==> config.mk <==
export PLATFORM = sky130hd
export DESIGN_NAME = four_level_page_table_walker_flat
export DESIGN_NICKNAME = d
export VERILOG_FILES = /design/src/design/ptw_pkg.sv /design/src/design/ptw_req_if.sv /design/src/design/ptw_rsp_if.sv /design/src/design/ptw_csr_if.sv /design/src/design/ptw_front.sv /design/src/design/ptw_queue.sv /design/src/design/ptw_back.sv /design/src/design/four_level_page_table_walker.sv /design/src/flat_wrapper.sv
export SDC_FILE = /design/constraint.sdc
export NUM_CORES = 1
export LEC_CHECK = 0
export ABC_CLOCK_PERIOD_IN_PS = 8750
export BUFFER_PORTS_ARGS = -buffer_cell sky130_fd_sc_hd__buf_2
export CAP_MARGIN = 40
export CELL_PAD_IN_SITES_DETAIL_PLACEMENT = 2
export CELL_PAD_IN_SITES_GLOBAL_PLACEMENT = 2
export CORE_MARGIN = 1.5
export CORE_UTILIZATION = 44
export DETAILED_ROUTE_END_ITERATION = 7
export PLACE_DENSITY_LB_ADDON = 0.1
export SETUP_SLACK_MARGIN = 0.02
export SYNTH_ARGS = -nofsm -noshare
export SYNTH_HDL_FRONTEND = slang
export SYNTH_SLANG_ARGS = --single-unit
==> constraint.sdc <==
create_clock -name clock -period 8.75 [get_ports clock]
set_input_delay 1.75 -clock clock [delete_from_list [all_inputs] [get_ports clock]]
set_output_delay 1.75 -clock clock [all_outputs]
set_load 0.005 [all_outputs]
==> src/design/ptw_pkg.sv <==
`timescale 1ns / 1ps
// ----------------------------------------------------------------------------
// ptw_pkg: shared types and codes of the page table walker
// Field codes, register indexes, architectural masks and the structures that
// pass between the front end, the word queue and the walk engine.
// ----------------------------------------------------------------------------
package ptw_pkg;

   localparam int VA_BITS         = 48;
   localparam int PA_BITS         = 52;
   localparam int CSR_INDEX_WIDTH = 2;
   localparam int QUEUE_DEPTH     = 4;

   // Register indexes on the configuration port.
   localparam logic [CSR_INDEX_WIDTH-1:0] CSR_PAGING_MODE = 2'd0;
   localparam logic [CSR_INDEX_WIDTH-1:0] CSR_ONE_GIB     = 2'd1;
   localparam logic [CSR_INDEX_WIDTH-1:0] CSR_MAX_PHYS    = 2'd2;
   localparam logic [CSR_INDEX_WIDTH-1:0] CSR_ROOT        = 2'd3;

   localparam logic OP_TRANSLATE     = 1'b0;
   localparam logic OP_READ_RESPONSE = 1'b1;

   localparam logic KIND_READ  = 1'b0;
   localparam logic KIND_FINAL = 1'b1;

   localparam logic [2:0] ST_TRANSLATED    = 3'd0;
   localparam logic [2:0] ST_NOT_CANONICAL = 3'd1;
   localparam logic [2:0] ST_NOT_PRESENT   = 3'd2;
   localparam logic [2:0] ST_RESERVED_BIT  = 3'd3;
   localparam logic [2:0] ST_READ_FAILED   = 3'd4;
   localparam logic [2:0] ST_UNSUPPORTED   = 3'd5;
   localparam logic [2:0] ST_SEQUENCE      = 3'd6;

   localparam logic [2:0] LEVEL_NONE = 3'd0;

   localparam logic [1:0] PAGE_4K = 2'd0;
   localparam logic [1:0] PAGE_2M = 2'd1;
   localparam logic [1:0] PAGE_1G = 2'd2;

   localparam logic [2:0] SOFT_NONE        = 3'd0;
   localparam logic [2:0] SOFT_ZERO        = 3'd1;
   localparam logic [2:0] SOFT_UNKNOWN     = 3'd2;
   localparam logic [2:0] SOFT_TRANSITION  = 3'd3;
   localparam logic [2:0] SOFT_PROTOTYPE   = 3'd4;
   localparam logic [2:0] SOFT_DEMAND_ZERO = 3'd5;
   localparam logic [2:0] SOFT_PAGE_FILE   = 3'd6;

   // Outcome of the checks on a translate request, settled in the front end.
   localparam logic [1:0] TC_OK          = 2'd0;
   localparam logic [1:0] TC_UNSUPPORTED = 2'd1;
   localparam logic [1:0] TC_NONCANON    = 2'd2;
   localparam logic [1:0] TC_ROOT_RSV    = 2'd3;

   localparam logic [1:0] LV_PML4 = 2'd0;
   localparam logic [1:0] LV_PDPT = 2'd1;
   localparam logic [1:0] LV_PD   = 2'd2;
   localparam logic [1:0] LV_PT   = 2'd3;

   localparam logic [63:0] ARCH_ADDR_MASK = 64'h000F_FFFF_FFFF_FFFF;
   localparam logic [63:0] RSV_LOW_1G     = 64'h0000_0000_3FFF_E000;
   localparam logic [63:0] RSV_LOW_2M     = 64'h0000_0000_001F_E000;
   localparam logic [63:0] PS_MASK        = 64'h0000_0000_0000_0080;
   localparam int          PS_BIT         = 7;
   localparam int          NX_BIT         = 63;

   // One classified word as it waits in the queue. For a read response, data
   // holds the entry; for a translate request it holds the reserved root bits.
   typedef struct packed {
      logic                is_resp;
      logic                read_ok;
      logic [1:0]          t_class;
      logic [2:0]          soft_kind;
      logic [63:0]         data;
      logic [VA_BITS-1:0]  va;
      logic [PA_BITS-1:0]  addr;
   } item_type;

   typedef struct packed {
      logic        one_gib;
      logic [63:0] phys_rsv;
   } cfg_type;

   typedef struct packed {
      logic       busy;
      logic [1:0] level;
   } walk_type;

endpackage

==> src/design/ptw_req_if.sv <==
`timescale 1ns / 1ps
// ----------------------------------------------------------------------------
// ptw_req_if: request channel of the page table walker
// Carries translate requests and memory read responses with valid and ready.
// ----------------------------------------------------------------------------
interface ptw_req_if ();
   logic        valid;
   logic        ready;
   logic        opcode;
   logic [63:0] virtual_address;
   logic [63:0] read_data;
   logic        read_ok;

   modport source (output valid, output opcode, output virtual_address,
                   output read_data, output read_ok, input ready);
   modport sink   (input valid, input opcode, input virtual_address,
                   input read_data, input read_ok, output ready);
endinterface

==> src/design/ptw_rsp_if.sv <==
`timescale 1ns / 1ps
// ----------------------------------------------------------------------------
// ptw_rsp_if: result channel of the page table walker
// Carries read requests and final translation results with valid and ready.
// ----------------------------------------------------------------------------
interface ptw_rsp_if ();
   logic        valid;
   logic        ready;
   logic        kind;
   logic [51:0] address;
   logic [2:0]  status;
   logic [2:0]  failed_level;
   logic [63:0] reserved_bits;
   logic [1:0]  page_size;
   logic        writable;
   logic        user_accessible;
   logic        no_execute;
   logic [2:0]  soft_entry_kind;
   logic [3:0]  page_file_number;
   logic [31:0] page_file_offset;

   modport source (output valid, output kind, output address, output status,
                   output failed_level, output reserved_bits, output page_size,
                   output writable, output user_accessible, output no_execute,
                   output soft_entry_kind, output page_file_number,
                   output page_file_offset, input ready);
   modport sink   (input valid, input kind, input address, input status,
                   input failed_level, input reserved_bits, input page_size,
                   input writable, input user_accessible, input no_execute,
                   input soft_entry_kind, input page_file_number,
                   input page_file_offset, output ready);
endinterface

==> src/design/ptw_csr_if.sv <==
`timescale 1ns / 1ps
// ----------------------------------------------------------------------------
// ptw_csr_if: configuration write channel of the page table walker
// Carries a register index and write data with valid and ready.
// ----------------------------------------------------------------------------
interface ptw_csr_if import ptw_pkg::*; ();
   logic                       valid;
   logic                       ready;
   logic [CSR_INDEX_WIDTH-1:0] index;
   logic [63:0]                write_data;

   modport source (output valid, output index, output write_data, input ready);
   modport sink   (input valid, input index, input write_data, output ready);
endinterface

==> src/design/ptw_front.sv <==
`timescale 1ns / 1ps
// ----------------------------------------------------------------------------
// ptw_front: request front end of the page table walker
// Holds the configuration registers, accepts request words and classifies
// them: mode, canonical and root checks for translates, software entry
// decode for read responses. Classified words go to the queue.
// ----------------------------------------------------------------------------
module ptw_front import ptw_pkg::*; (
   input  logic     clock,
   input  logic     reset,
   ptw_req_if.sink  req_bus,
   ptw_csr_if.sink  csr_bus,
   input  logic     q_ready,
   output logic     q_push,
   output item_type q_item,
   output cfg_type  cfg
);

   logic        mode_ff, mode_in;
   logic        one_gib_ff, one_gib_in;
   logic [5:0]  max_bits_ff, max_bits_in;
   logic [63:0] root_ff, root_in;

   logic [5:0]  bits_eff;
   logic [63:0] phys_rsv;
   logic [63:0] root_rsv;
   logic        canonical;
   logic        trans_bit;
   logic        proto_bit;
   logic [63:0] raw;

   assign csr_bus.ready = 1'b1;

   always_comb begin
      mode_in     = mode_ff;
      one_gib_in  = one_gib_ff;
      max_bits_in = max_bits_ff;
      root_in     = root_ff;
      if (csr_bus.valid) begin
         case (csr_bus.index)
            CSR_PAGING_MODE: mode_in     = csr_bus.write_data[0];
            CSR_ONE_GIB:     one_gib_in  = csr_bus.write_data[0];
            CSR_MAX_PHYS:    max_bits_in = csr_bus.write_data[5:0];
            CSR_ROOT:        root_in     = csr_bus.write_data;
            default: ;
         endcase
      end
   end

   always_ff @(posedge clock) begin
      if (reset) begin
         mode_ff     <= 1'b1;
         one_gib_ff  <= 1'b1;
         max_bits_ff <= 6'd0;
         root_ff     <= 64'd0;
      end else begin
         mode_ff     <= mode_in;
         one_gib_ff  <= one_gib_in;
         max_bits_ff <= max_bits_in;
         root_ff     <= root_in;
      end
   end

   // Address bits at or above MAXPHYADDR are reserved; zero turns the check off
   // and a width of 52 or more leaves nothing reserved.
   always_comb begin
      bits_eff = (max_bits_ff < 6'd12) ? 6'd12 : max_bits_ff;
      if (max_bits_ff == 6'd0 || bits_eff >= 6'd52) begin
         phys_rsv = 64'd0;
      end else begin
         phys_rsv = ARCH_ADDR_MASK & ({64{1'b1}} << bits_eff);
      end
   end

   assign cfg.one_gib  = one_gib_ff;
   assign cfg.phys_rsv = phys_rsv;

   assign req_bus.ready = q_ready;
   assign q_push        = req_bus.valid && q_ready;

   assign raw       = req_bus.read_data;
   assign root_rsv  = root_ff & phys_rsv;
   assign canonical = (&req_bus.virtual_address[63:VA_BITS-1])
                   || (~|req_bus.virtual_address[63:VA_BITS-1]);
   assign trans_bit = raw[11];
   assign proto_bit = raw[10];

   always_comb begin
      q_item.is_resp = (req_bus.opcode == OP_READ_RESPONSE);
      q_item.read_ok = req_bus.read_ok;
      q_item.va      = req_bus.virtual_address[VA_BITS-1:0];
      q_item.addr    = {root_ff[PA_BITS-1:12], req_bus.virtual_address[47:39], 3'b000};
      q_item.data    = q_item.is_resp ? raw : root_rsv;

      if (!mode_ff) begin
         q_item.t_class = TC_UNSUPPORTED;
      end else if (!canonical) begin
         q_item.t_class = TC_NONCANON;
      end else if (root_rsv != 64'd0) begin
         q_item.t_class = TC_ROOT_RSV;
      end else begin
         q_item.t_class = TC_OK;
      end

      // Software meaning of a not-present entry.
      if (raw == 64'd0) begin
         q_item.soft_kind = SOFT_ZERO;
      end else if (trans_bit && proto_bit) begin
         q_item.soft_kind = SOFT_UNKNOWN;
      end else if (trans_bit) begin
         q_item.soft_kind = SOFT_TRANSITION;
      end else if (proto_bit) begin
         q_item.soft_kind = SOFT_PROTOTYPE;
      end else if (raw[63:32] == 32'd0) begin
         q_item.soft_kind = SOFT_DEMAND_ZERO;
      end else begin
         q_item.soft_kind = SOFT_PAGE_FILE;
      end
   end

endmodule

==> src/design/ptw_queue.sv <==
`timescale 1ns / 1ps
// ----------------------------------------------------------------------------
// ptw_queue: word queue between front end and walk engine
// A small register queue of classified words with a fill count.
// ----------------------------------------------------------------------------
module ptw_queue import ptw_pkg::*; (
   input  logic     clock,
   input  logic     reset,
   input  logic     push,
   input  item_type push_item,
   output logic     push_ready,
   input  logic     pop,
   output logic     pop_valid,
   output item_type pop_item
);

   localparam int PTR_W = $clog2(QUEUE_DEPTH);
   localparam int CNT_W = $clog2(QUEUE_DEPTH + 1);

   item_type          slot_ff [QUEUE_DEPTH];
   logic [PTR_W-1:0]  wr_ptr_ff, wr_ptr_in;
   logic [PTR_W-1:0]  rd_ptr_ff, rd_ptr_in;
   logic [CNT_W-1:0]  count_ff, count_in;

   assign push_ready = (count_ff != CNT_W'(QUEUE_DEPTH));
   assign pop_valid  = (count_ff != '0);
   assign pop_item   = slot_ff[rd_ptr_ff];

   always_comb begin
      wr_ptr_in = wr_ptr_ff;
      rd_ptr_in = rd_ptr_ff;
      count_in  = count_ff;
      if (push) begin
         wr_ptr_in = (wr_ptr_ff == PTR_W'(QUEUE_DEPTH - 1)) ? '0 : wr_ptr_ff + 1'b1;
      end
      if (pop) begin
         rd_ptr_in = (rd_ptr_ff == PTR_W'(QUEUE_DEPTH - 1)) ? '0 : rd_ptr_ff + 1'b1;
      end
      if (push && !pop) begin
         count_in = count_ff + 1'b1;
      end else if (pop && !push) begin
         count_in = count_ff - 1'b1;
      end
   end

   always_ff @(posedge clock) begin
      if (reset) begin
         wr_ptr_ff <= '0;
         rd_ptr_ff <= '0;
         count_ff  <= '0;
      end else begin
         wr_ptr_ff <= wr_ptr_in;
         rd_ptr_ff <= rd_ptr_in;
         count_ff  <= count_in;
      end
   end

   always_ff @(posedge clock) begin
      if (push) begin
         slot_ff[wr_ptr_ff] <= push_item;
      end
   end

endmodule

==> src/design/ptw_back.sv <==
`timescale 1ns / 1ps
// ----------------------------------------------------------------------------
// ptw_back: walk engine of the page table walker
// Takes one classified word per cycle unless the result channel stalls, keeps
// the walk state, checks each entry against the reserved bits of its level,
// merges permissions, registers the read request or final result on rsp_bus.
// ----------------------------------------------------------------------------
module ptw_back import ptw_pkg::*; #(
   parameter int PHYS_ADDR_WIDTH = 52
) (
   input  logic       clock,
   input  logic       reset,
   input  logic       q_valid,
   input  item_type   q_item,
   output logic       q_pop,
   input  cfg_type    cfg,
   ptw_rsp_if.source  rsp_bus,
   output walk_type   walk
);

   localparam logic [PA_BITS-1:0] ADDR_LIMIT = {PA_BITS{1'b1}} >> (PA_BITS - PHYS_ADDR_WIDTH);

   typedef struct packed {
      logic                kind;
      logic [PA_BITS-1:0]  address;
      logic [2:0]          status;
      logic [2:0]          failed_level;
      logic [63:0]         reserved_bits;
      logic [1:0]          page_size;
      logic                writable;
      logic                user_accessible;
      logic                no_execute;
      logic [2:0]          soft_entry_kind;
      logic [3:0]          page_file_number;
      logic [31:0]         page_file_offset;
   } rsp_type;

   logic               busy_ff, busy_in;
   logic [1:0]         level_ff, level_in;
   logic [VA_BITS-1:0] va_ff, va_in;
   logic               w_ff, w_in;
   logic               u_ff, u_in;
   logic               nx_ff, nx_in;
   logic               rsp_valid_ff;
   rsp_type            rsp_ff, rsp_in;

   logic [63:0]        raw;
   logic [2:0]         fail_lv;
   logic               big_page;
   logic [63:0]        mask;
   logic [63:0]        hit;
   logic               w_m, u_m, nx_m;
   logic [8:0]         next_idx;
   logic [PA_BITS-1:0] phys;
   logic [1:0]         size;

   assign q_pop = q_valid && (!rsp_valid_ff || rsp_bus.ready);

   assign raw      = q_item.data;
   assign fail_lv  = {1'b0, level_ff} + 3'd1;
   assign big_page = (level_ff == LV_PDPT || level_ff == LV_PD) && raw[PS_BIT];

   // Reserved bits of the entry at the current level.
   always_comb begin
      mask = cfg.phys_rsv;
      case (level_ff)
         LV_PML4: mask = mask | PS_MASK;
         LV_PDPT: begin
            if (!cfg.one_gib) begin
               mask = mask | PS_MASK;
            end else if (big_page) begin
               mask = mask | RSV_LOW_1G;
            end
         end
         LV_PD: begin
            if (big_page) begin
               mask = mask | RSV_LOW_2M;
            end
         end
         default: ;
      endcase
   end

   assign hit = raw & mask;

   // The first level starts the permission merge afresh.
   assign w_m  = (level_ff == LV_PML4) ? raw[1]      : (w_ff && raw[1]);
   assign u_m  = (level_ff == LV_PML4) ? raw[2]      : (u_ff && raw[2]);
   assign nx_m = (level_ff == LV_PML4) ? raw[NX_BIT] : (nx_ff || raw[NX_BIT]);

   always_comb begin
      case (level_ff)
         LV_PML4: next_idx = va_ff[38:30];
         LV_PDPT: next_idx = va_ff[29:21];
         default: next_idx = va_ff[20:12];
      endcase
   end

   always_comb begin
      if (!big_page) begin
         phys = {raw[PA_BITS-1:12], va_ff[11:0]};
         size = PAGE_4K;
      end else if (level_ff == LV_PDPT) begin
         phys = {raw[PA_BITS-1:30], va_ff[29:0]};
         size = PAGE_1G;
      end else begin
         phys = {raw[PA_BITS-1:21], va_ff[20:0]};
         size = PAGE_2M;
      end
   end

   always_comb begin
      rsp_in   = '0;
      busy_in  = busy_ff;
      level_in = level_ff;
      va_in    = va_ff;
      w_in     = w_ff;
      u_in     = u_ff;
      nx_in    = nx_ff;
      rsp_in.kind = KIND_FINAL;

      if (!q_item.is_resp) begin
         if (busy_ff) begin
            rsp_in.status = ST_SEQUENCE;
         end else begin
            case (q_item.t_class)
               TC_UNSUPPORTED: rsp_in.status = ST_UNSUPPORTED;
               TC_NONCANON:    rsp_in.status = ST_NOT_CANONICAL;
               TC_ROOT_RSV: begin
                  rsp_in.status        = ST_RESERVED_BIT;
                  rsp_in.reserved_bits = q_item.data;
               end
               default: begin
                  rsp_in.kind    = KIND_READ;
                  rsp_in.address = q_item.addr & ADDR_LIMIT;
                  busy_in        = 1'b1;
                  level_in       = LV_PML4;
                  va_in          = q_item.va;
               end
            endcase
         end
      end else if (!busy_ff) begin
         rsp_in.status = ST_SEQUENCE;
      end else if (!q_item.read_ok) begin
         rsp_in.status       = ST_READ_FAILED;
         rsp_in.failed_level = fail_lv;
         busy_in             = 1'b0;
      end else if (!raw[0]) begin
         rsp_in.status          = ST_NOT_PRESENT;
         rsp_in.failed_level    = fail_lv;
         rsp_in.soft_entry_kind = q_item.soft_kind;
         if (q_item.soft_kind == SOFT_PAGE_FILE) begin
            rsp_in.page_file_number = raw[4:1];
            rsp_in.page_file_offset = raw[63:32];
         end
         busy_in = 1'b0;
      end else if (hit != 64'd0) begin
         rsp_in.status        = ST_RESERVED_BIT;
         rsp_in.failed_level  = fail_lv;
         rsp_in.reserved_bits = hit;
         busy_in              = 1'b0;
      end else begin
         w_in  = w_m;
         u_in  = u_m;
         nx_in = nx_m;
         if (big_page || level_ff == LV_PT) begin
            rsp_in.status          = ST_TRANSLATED;
            rsp_in.failed_level    = LEVEL_NONE;
            rsp_in.address         = phys & ADDR_LIMIT;
            rsp_in.page_size       = size;
            rsp_in.writable        = w_m;
            rsp_in.user_accessible = u_m;
            rsp_in.no_execute      = nx_m;
            busy_in                = 1'b0;
         end else begin
            rsp_in.kind    = KIND_READ;
            rsp_in.address = {raw[PA_BITS-1:12], next_idx, 3'b000} & ADDR_LIMIT;
            level_in       = level_ff + 2'd1;
         end
      end
   end

   always_ff @(posedge clock) begin
      if (reset) begin
         busy_ff      <= 1'b0;
         level_ff     <= LV_PML4;
         rsp_valid_ff <= 1'b0;
      end else begin
         if (q_pop) begin
            busy_ff      <= busy_in;
            level_ff     <= level_in;
            rsp_valid_ff <= 1'b1;
         end else if (rsp_bus.ready) begin
            rsp_valid_ff <= 1'b0;
         end
      end
   end

   always_ff @(posedge clock) begin
      if (q_pop) begin
         va_ff  <= va_in;
         w_ff   <= w_in;
         u_ff   <= u_in;
         nx_ff  <= nx_in;
         rsp_ff <= rsp_in;
      end
   end

   assign walk.busy  = busy_ff;
   assign walk.level = level_ff;

   assign rsp_bus.valid            = rsp_valid_ff;
   assign rsp_bus.kind             = rsp_ff.kind;
   assign rsp_bus.address          = rsp_ff.address;
   assign rsp_bus.status           = rsp_ff.status;
   assign rsp_bus.failed_level     = rsp_ff.failed_level;
   assign rsp_bus.reserved_bits    = rsp_ff.reserved_bits;
   assign rsp_bus.page_size        = rsp_ff.page_size;
   assign rsp_bus.writable         = rsp_ff.writable;
   assign rsp_bus.user_accessible  = rsp_ff.user_accessible;
   assign rsp_bus.no_execute       = rsp_ff.no_execute;
   assign rsp_bus.soft_entry_kind  = rsp_ff.soft_entry_kind;
   assign rsp_bus.page_file_number = rsp_ff.page_file_number;
   assign rsp_bus.page_file_offset = rsp_ff.page_file_offset;

endmodule

==> src/design/four_level_page_table_walker.sv <==
`timescale 1ns / 1ps
// ----------------------------------------------------------------------------
// four_level_page_table_walker: four-level page table walk engine
// Translates 48-bit canonical virtual addresses by issuing page table entry
// reads on the result channel and consuming the read responses.
// ----------------------------------------------------------------------------
// The walker takes one word per cycle on req_bus: a translate request or the
// memory response to the read it last asked for, and gives exactly one word
// on rsp_bus for each: the next entry read or the final result. A word is
// written into a four-word queue at the edge that accepts it, and the walk
// engine registers its result into the rsp_bus output register when it takes
// the word from the queue; the result waits there until rsp_bus takes it.
// The walk engine handles one level per word, which sets the sustained rate of
// one word per cycle while rsp_bus is not stalled; req_bus ready drops only
// once the queue fills while rsp_bus is stalled.
// Configuration writes are taken at any time on csr_bus and belong to idle
// periods; a full walk costs five words in and five out.
module four_level_page_table_walker import ptw_pkg::*; #(
   parameter int PHYS_ADDR_WIDTH = 52
) (
   input  logic       clock,
   input  logic       reset,
   ptw_req_if.sink    req_bus,
   ptw_rsp_if.source  rsp_bus,
   ptw_csr_if.sink    csr_bus
);

   logic     q_push;
   logic     q_ready;
   item_type q_in_item;
   logic     q_pop;
   logic     q_valid;
   item_type q_out_item;
   cfg_type  cfg;
   walk_type walk;

   ptw_front u_front (
      .clock   (clock),
      .reset   (reset),
      .req_bus (req_bus),
      .csr_bus (csr_bus),
      .q_ready (q_ready),
      .q_push  (q_push),
      .q_item  (q_in_item),
      .cfg     (cfg)
   );

   ptw_queue u_queue (
      .clock      (clock),
      .reset      (reset),
      .push       (q_push),
      .push_item  (q_in_item),
      .push_ready (q_ready),
      .pop        (q_pop),
      .pop_valid  (q_valid),
      .pop_item   (q_out_item)
   );

   ptw_back #(
      .PHYS_ADDR_WIDTH (PHYS_ADDR_WIDTH)
   ) u_back (
      .clock   (clock),
      .reset   (reset),
      .q_valid (q_valid),
      .q_item  (q_out_item),
      .q_pop   (q_pop),
      .cfg     (cfg),
      .rsp_bus (rsp_bus),
      .walk    (walk)
   );

`ifndef ASSERT_OFF
   // A pending entry read always belongs to a walk in progress.
   a_read_needs_walk: assert property (@(posedge clock) disable iff (reset)
      (rsp_bus.valid && rsp_bus.kind == KIND_READ) |-> walk.busy)
      else $error("entry read shown with no walk in progress");

   // Translated, not-present and read-failed results leave the engine idle.
   a_final_ends_walk: assert property (@(posedge clock) disable iff (reset)
      (rsp_bus.valid && rsp_bus.kind == KIND_FINAL &&
       (rsp_bus.status == ST_TRANSLATED || rsp_bus.status == ST_NOT_PRESENT ||
        rsp_bus.status == ST_READ_FAILED)) |-> !walk.busy)
      else $error("walk still busy after its final result");

   // Within one walk the level only steps down the tree one level at a time.
   a_level_steps: assert property (@(posedge clock) disable iff (reset)
      (walk.busy && $past(walk.busy) && walk.level != $past(walk.level))
      |-> (walk.level == $past(walk.level) + 2'd1))
      else $error("walk level skipped or went back");
`endif

endmodule
==> src/flat_wrapper.sv <==
// flat-port wrapper written by rule: the top's interface ports become plain ports
module four_level_page_table_walker_flat import ptw_pkg::*;
#(
   parameter int PHYS_ADDR_WIDTH = 52
)
  (clock, reset, req_bus_valid, req_bus_opcode, req_bus_virtual_address, req_bus_read_data, req_bus_read_ok, req_bus_ready, rsp_bus_valid, rsp_bus_kind, rsp_bus_address, rsp_bus_status, rsp_bus_failed_level, rsp_bus_reserved_bits, rsp_bus_page_size, rsp_bus_writable, rsp_bus_user_accessible, rsp_bus_no_execute, rsp_bus_soft_entry_kind, rsp_bus_page_file_number, rsp_bus_page_file_offset, rsp_bus_ready, csr_bus_valid, csr_bus_index, csr_bus_write_data, csr_bus_ready);
  ptw_req_if req_bus_i ();
  ptw_rsp_if rsp_bus_i ();
  ptw_csr_if csr_bus_i ();
  input  logic clock;
  input  logic reset;
  input wire logic [$bits(req_bus_i.valid)-1:0] req_bus_valid;
  input wire logic [$bits(req_bus_i.opcode)-1:0] req_bus_opcode;
  input wire logic [$bits(req_bus_i.virtual_address)-1:0] req_bus_virtual_address;
  input wire logic [$bits(req_bus_i.read_data)-1:0] req_bus_read_data;
  input wire logic [$bits(req_bus_i.read_ok)-1:0] req_bus_read_ok;
  output wire logic [$bits(req_bus_i.ready)-1:0] req_bus_ready;
  output wire logic [$bits(rsp_bus_i.valid)-1:0] rsp_bus_valid;
  output wire logic [$bits(rsp_bus_i.kind)-1:0] rsp_bus_kind;
  output wire logic [$bits(rsp_bus_i.address)-1:0] rsp_bus_address;
  output wire logic [$bits(rsp_bus_i.status)-1:0] rsp_bus_status;
  output wire logic [$bits(rsp_bus_i.failed_level)-1:0] rsp_bus_failed_level;
  output wire logic [$bits(rsp_bus_i.reserved_bits)-1:0] rsp_bus_reserved_bits;
  output wire logic [$bits(rsp_bus_i.page_size)-1:0] rsp_bus_page_size;
  output wire logic [$bits(rsp_bus_i.writable)-1:0] rsp_bus_writable;
  output wire logic [$bits(rsp_bus_i.user_accessible)-1:0] rsp_bus_user_accessible;
  output wire logic [$bits(rsp_bus_i.no_execute)-1:0] rsp_bus_no_execute;
  output wire logic [$bits(rsp_bus_i.soft_entry_kind)-1:0] rsp_bus_soft_entry_kind;
  output wire logic [$bits(rsp_bus_i.page_file_number)-1:0] rsp_bus_page_file_number;
  output wire logic [$bits(rsp_bus_i.page_file_offset)-1:0] rsp_bus_page_file_offset;
  input wire logic [$bits(rsp_bus_i.ready)-1:0] rsp_bus_ready;
  input wire logic [$bits(csr_bus_i.valid)-1:0] csr_bus_valid;
  input wire logic [$bits(csr_bus_i.index)-1:0] csr_bus_index;
  input wire logic [$bits(csr_bus_i.write_data)-1:0] csr_bus_write_data;
  output wire logic [$bits(csr_bus_i.ready)-1:0] csr_bus_ready;
  assign req_bus_i.valid = req_bus_valid;
  assign req_bus_i.opcode = req_bus_opcode;
  assign req_bus_i.virtual_address = req_bus_virtual_address;
  assign req_bus_i.read_data = req_bus_read_data;
  assign req_bus_i.read_ok = req_bus_read_ok;
  assign req_bus_ready = req_bus_i.ready;
  assign rsp_bus_valid = rsp_bus_i.valid;
  assign rsp_bus_kind = rsp_bus_i.kind;
  assign rsp_bus_address = rsp_bus_i.address;
  assign rsp_bus_status = rsp_bus_i.status;
  assign rsp_bus_failed_level = rsp_bus_i.failed_level;
  assign rsp_bus_reserved_bits = rsp_bus_i.reserved_bits;
  assign rsp_bus_page_size = rsp_bus_i.page_size;
  assign rsp_bus_writable = rsp_bus_i.writable;
  assign rsp_bus_user_accessible = rsp_bus_i.user_accessible;
  assign rsp_bus_no_execute = rsp_bus_i.no_execute;
  assign rsp_bus_soft_entry_kind = rsp_bus_i.soft_entry_kind;
  assign rsp_bus_page_file_number = rsp_bus_i.page_file_number;
  assign rsp_bus_page_file_offset = rsp_bus_i.page_file_offset;
  assign rsp_bus_i.ready = rsp_bus_ready;
  assign csr_bus_i.valid = csr_bus_valid;
  assign csr_bus_i.index = csr_bus_index;
  assign csr_bus_i.write_data = csr_bus_write_data;
  assign csr_bus_ready = csr_bus_i.ready;
  four_level_page_table_walker #(.PHYS_ADDR_WIDTH(PHYS_ADDR_WIDTH)) u_core (.clock(clock), .reset(reset), .req_bus(req_bus_i), .rsp_bus(rsp_bus_i), .csr_bus(csr_bus_i));
endmodule
==> run metrics <==
Multi-input gate area=8880 um^2; GRT overflow=0; WP buf/inv=2; DR WL met3=5790 um; status=complete, no violations; Fin Hold WS=0.505 ns; Tot GR Track Use=0.276; largest net degree at the start of global routing=89; total power=13.3 mW; critical path type=register to register; Avg WL per Cell=31.6 um; post-DR vias/cell=5.91; I/O pin count=371; DRT antenna net count=0; first-pass GRT wire length=165,000 um; peak supply drop=177 uV; Hold Buf Count CTS=0; postcts setup bufs=0; Die Y=289 um; via count=21,400; layout cell share with drive strength beyond 1=0.291; core area=80,800 um^2; Distinct cells, synth=78; synthesized cell area=36,100 um^2; vias in the first global route=23,400; Post-synth EDFFs=845; worst skew pair latency=0.66 ns; commonest non-fill, non-tap cell in the layout=edfxtp_1; unrepaired setup endpoints after global routing=false; Reg area=26,600 um^2; Hold Crit Class=register to register; clock sink count=906; setup slack, reg-to-reg=3.19 ns; dpl cell area=39,300 um^2; slowest library cell on the worst path=and4b_1; Reg2Reg Capture Point=u_core.u_back.w_ff$_DFFE_PP_; CTS tree=done; final setup TNS=0 ns; Final Critical Period=5.56 ns; Worst Setup End Kind=register; Crit path depth=9; met2 wire length=59,300 um; CP max FO=88; synth top area cells=edfxtp_1, mux4_2, dfxtp_1; area leader, netlist=edfxtp_1; DIE WIDTH=289 um; arrival time worst endpoint=5.88 ns; end of the critical path=u_core.u_back.w_ff$_DFFE_PP_; GP Congestion=0.865; die area=83,800 um^2; CP delay by family, top=simple AND/OR/NAND/NOR gates; PostCTS Resize Cnt=0; fin crit share=0.636; Post-Syn Nets=2,320; Worst Tran Pin Value=0.984 ns; maximum clock frequency=180 MHz; Iter 0 DRT Violations=1,964; Critical Path, Cell by Cell=buf_12 -> mux4_2 -> a32oi_1 -> o211ai_1 -> a2111oi_0 -> and4b_1 -> buf_4 -> nand2_4 -> nor2_1; H-Tree Depth=3; Max Used Layer=met5; worst slack at placement=3.14 ns; post-DP HPWL=76,800 um; metal1 wirelength=45,500 um; Yosys warning count=0; setup violators final=0; syn_area_per_cell=17.1 um^2; Syn-to-layout area delta=17.8%; site row count=104; R2R depth=9; fin area=42,500 um^2; area share of the largest cell type after synthesis=0.703; final max-slew violation count=0; post-layout util=0.526; cells after synthesis=2,106; Num CTS Buffers=97; DR DRC count=0; Max Cap Viol=0; sequential fraction of the synthesis area=0.737; final wirelength=114,000 um; hold depth=2; # nets final=2,691; Non-Filler Instances=3,622; dpl cells=3,438; worst setup margin=3.19 ns; PwrDens=312 nW/um^2; initial antenna violation count=7; CP startpoint kind=register; CTS root buffer=clkbuf_16; Port Buffers=351; Max Buffers Root-to-Sink=3; clk slew on worst S/H paths=0.06 ns; Rel. slew slack=0.338; Fillers=7,174; Main synth FF type=edfxtp_1; post-synthesis register bit count=906; worst path required time=9.06 ns; most frequent cells in the layout=edfxtp_1, buf_2, nand2_1; Clock Skew=0.0188 ns; Initial Util=0.447; Fin. Hold Viols=0; 1st-pass router iterations=5; Leak=14.6 nW; Slowest Stage Delay on Critical Path=0.81 ns; fraction of registers with async set/reset=0
-- power breakdown --
group | switching, mW | leakage (nW) | total [mW] | internal (mW)
sequential | 0.378 | 8.44 | 6.00 | 5.62
clock | 1.76 | 1.59 | 4.23 | 2.47
combinational | 1.81 | 4.60 | 3.04 | 1.22
-- logic make-up after synthesis --
kind of cell    Yosys count  share of synthesized area
compound gates          317                     0.0576
xor+xnor                  2                   0.000485
fa+ha+maj                13                    0.00471
buf+inv                 147                     0.0188
flops                   906                      0.737
mux                     188                      0.107
other cells               1                   0.000104
simple gates            532                     0.0747
-- cell usage after synthesis (all sizes together), types with 2 or more instances --
library cell and n:
o32ai 2, o31ai 8, o211ai 13, o2111ai 4, dfxtp 61, a21o 5, a22oi 16, or3 3
mux4 158, o22ai 3, a21oi 69, clkbuf 75, edfxtp 845, xor2 2, nand3 31, nor4 27
a221oi 4, o21a 47, a32o 2, nand3b 3, and3 15, nor2 51, a22o 22, a211oi 5
a31oi 8, ha 12, a21boi 2, nor3 37, nand2b 6, buf 53, or4 4, mux2i 29
nor4b 4, nor2b 4, a2bb2oi 2, nand4 18, and2 92, o21ai 87, a32oi 6, nor3b 14
a31o 2, nand2 220, inv 18
-- tightest hold or removal path: stages, from the launching register on --
cell     delay, ns
dfxtp_1       0.33
nand2_1       0.06
a21oi_1       0.06
-- how the worst min path moves through the flow --
stage                                                  start                                       end  slack [ns]
CTS                 u_core.u_queue.rd_ptr_ff[1]$_SDFFE_PP0P_                                  register        0.49
global placement    u_core.u_queue.rd_ptr_ff[1]$_SDFFE_PP0P_                                  register        0.45
floorplan           u_core.u_queue.rd_ptr_ff[1]$_SDFFE_PP0P_                                  register        0.45
finish              u_core.u_back.rsp_bus.valid$_SDFFE_PP0P_  u_core.u_back.rsp_bus.valid$_SDFFE_PP0P_        0.50
detailed placement  u_core.u_queue.rd_ptr_ff[1]$_SDFFE_PP0P_                                  register        0.48
global route        u_core.u_queue.rd_ptr_ff[1]$_SDFFE_PP0P_                                  register        0.54
-- layout make-up --
| type | instances | area share |
|---|---|---|
| repair buffers | 400 | 0.0557 |
| well taps | 1060 | 0.0312 |
| inverters | 19 | 0.00185 |
| diodes | 1 | 0.0000588 |
| clock inverters | 73 | 0.0182 |
| clock buffers | 110 | 0.0587 |
| flip-flops and latches | 906 | 0.626 |
| multi-input cells | 1053 | 0.209 |
-- per-layer routing --
layer / track usage / up-vias
met3: 0.0394 / 182
li1: - / 9110
met5: 0 / -
met2: 0.483 / 747
met1: 0.354 / 11400
met4: 0.0876 / 10
-- flip-flops by register name, indices dropped and copies added (netlist names), 3 cells and up, named ones only --
register / count
u_core.u_front.root_ff: 40
u_core.u_back.rsp_bus.page_file_number: 4
u_core.u_queue.count_ff: 3
u_core.u_back.rsp_bus.status: 3
u_core.u_back.rsp_bus.failed_level: 3
u_core.u_back.rsp_bus.soft_entry_kind: 3
u_core.u_front.max_bits_ff: 6
u_core.u_back.rsp_bus.address: 52
u_core.u_back.va_ff: 39
u_core.u_queue.slot_ff: 636
u_core.u_back.rsp_bus.page_file_offset: 32
u_core.u_back.rsp_bus.reserved_bits: 64
Power figures use the tool's default switching activity.
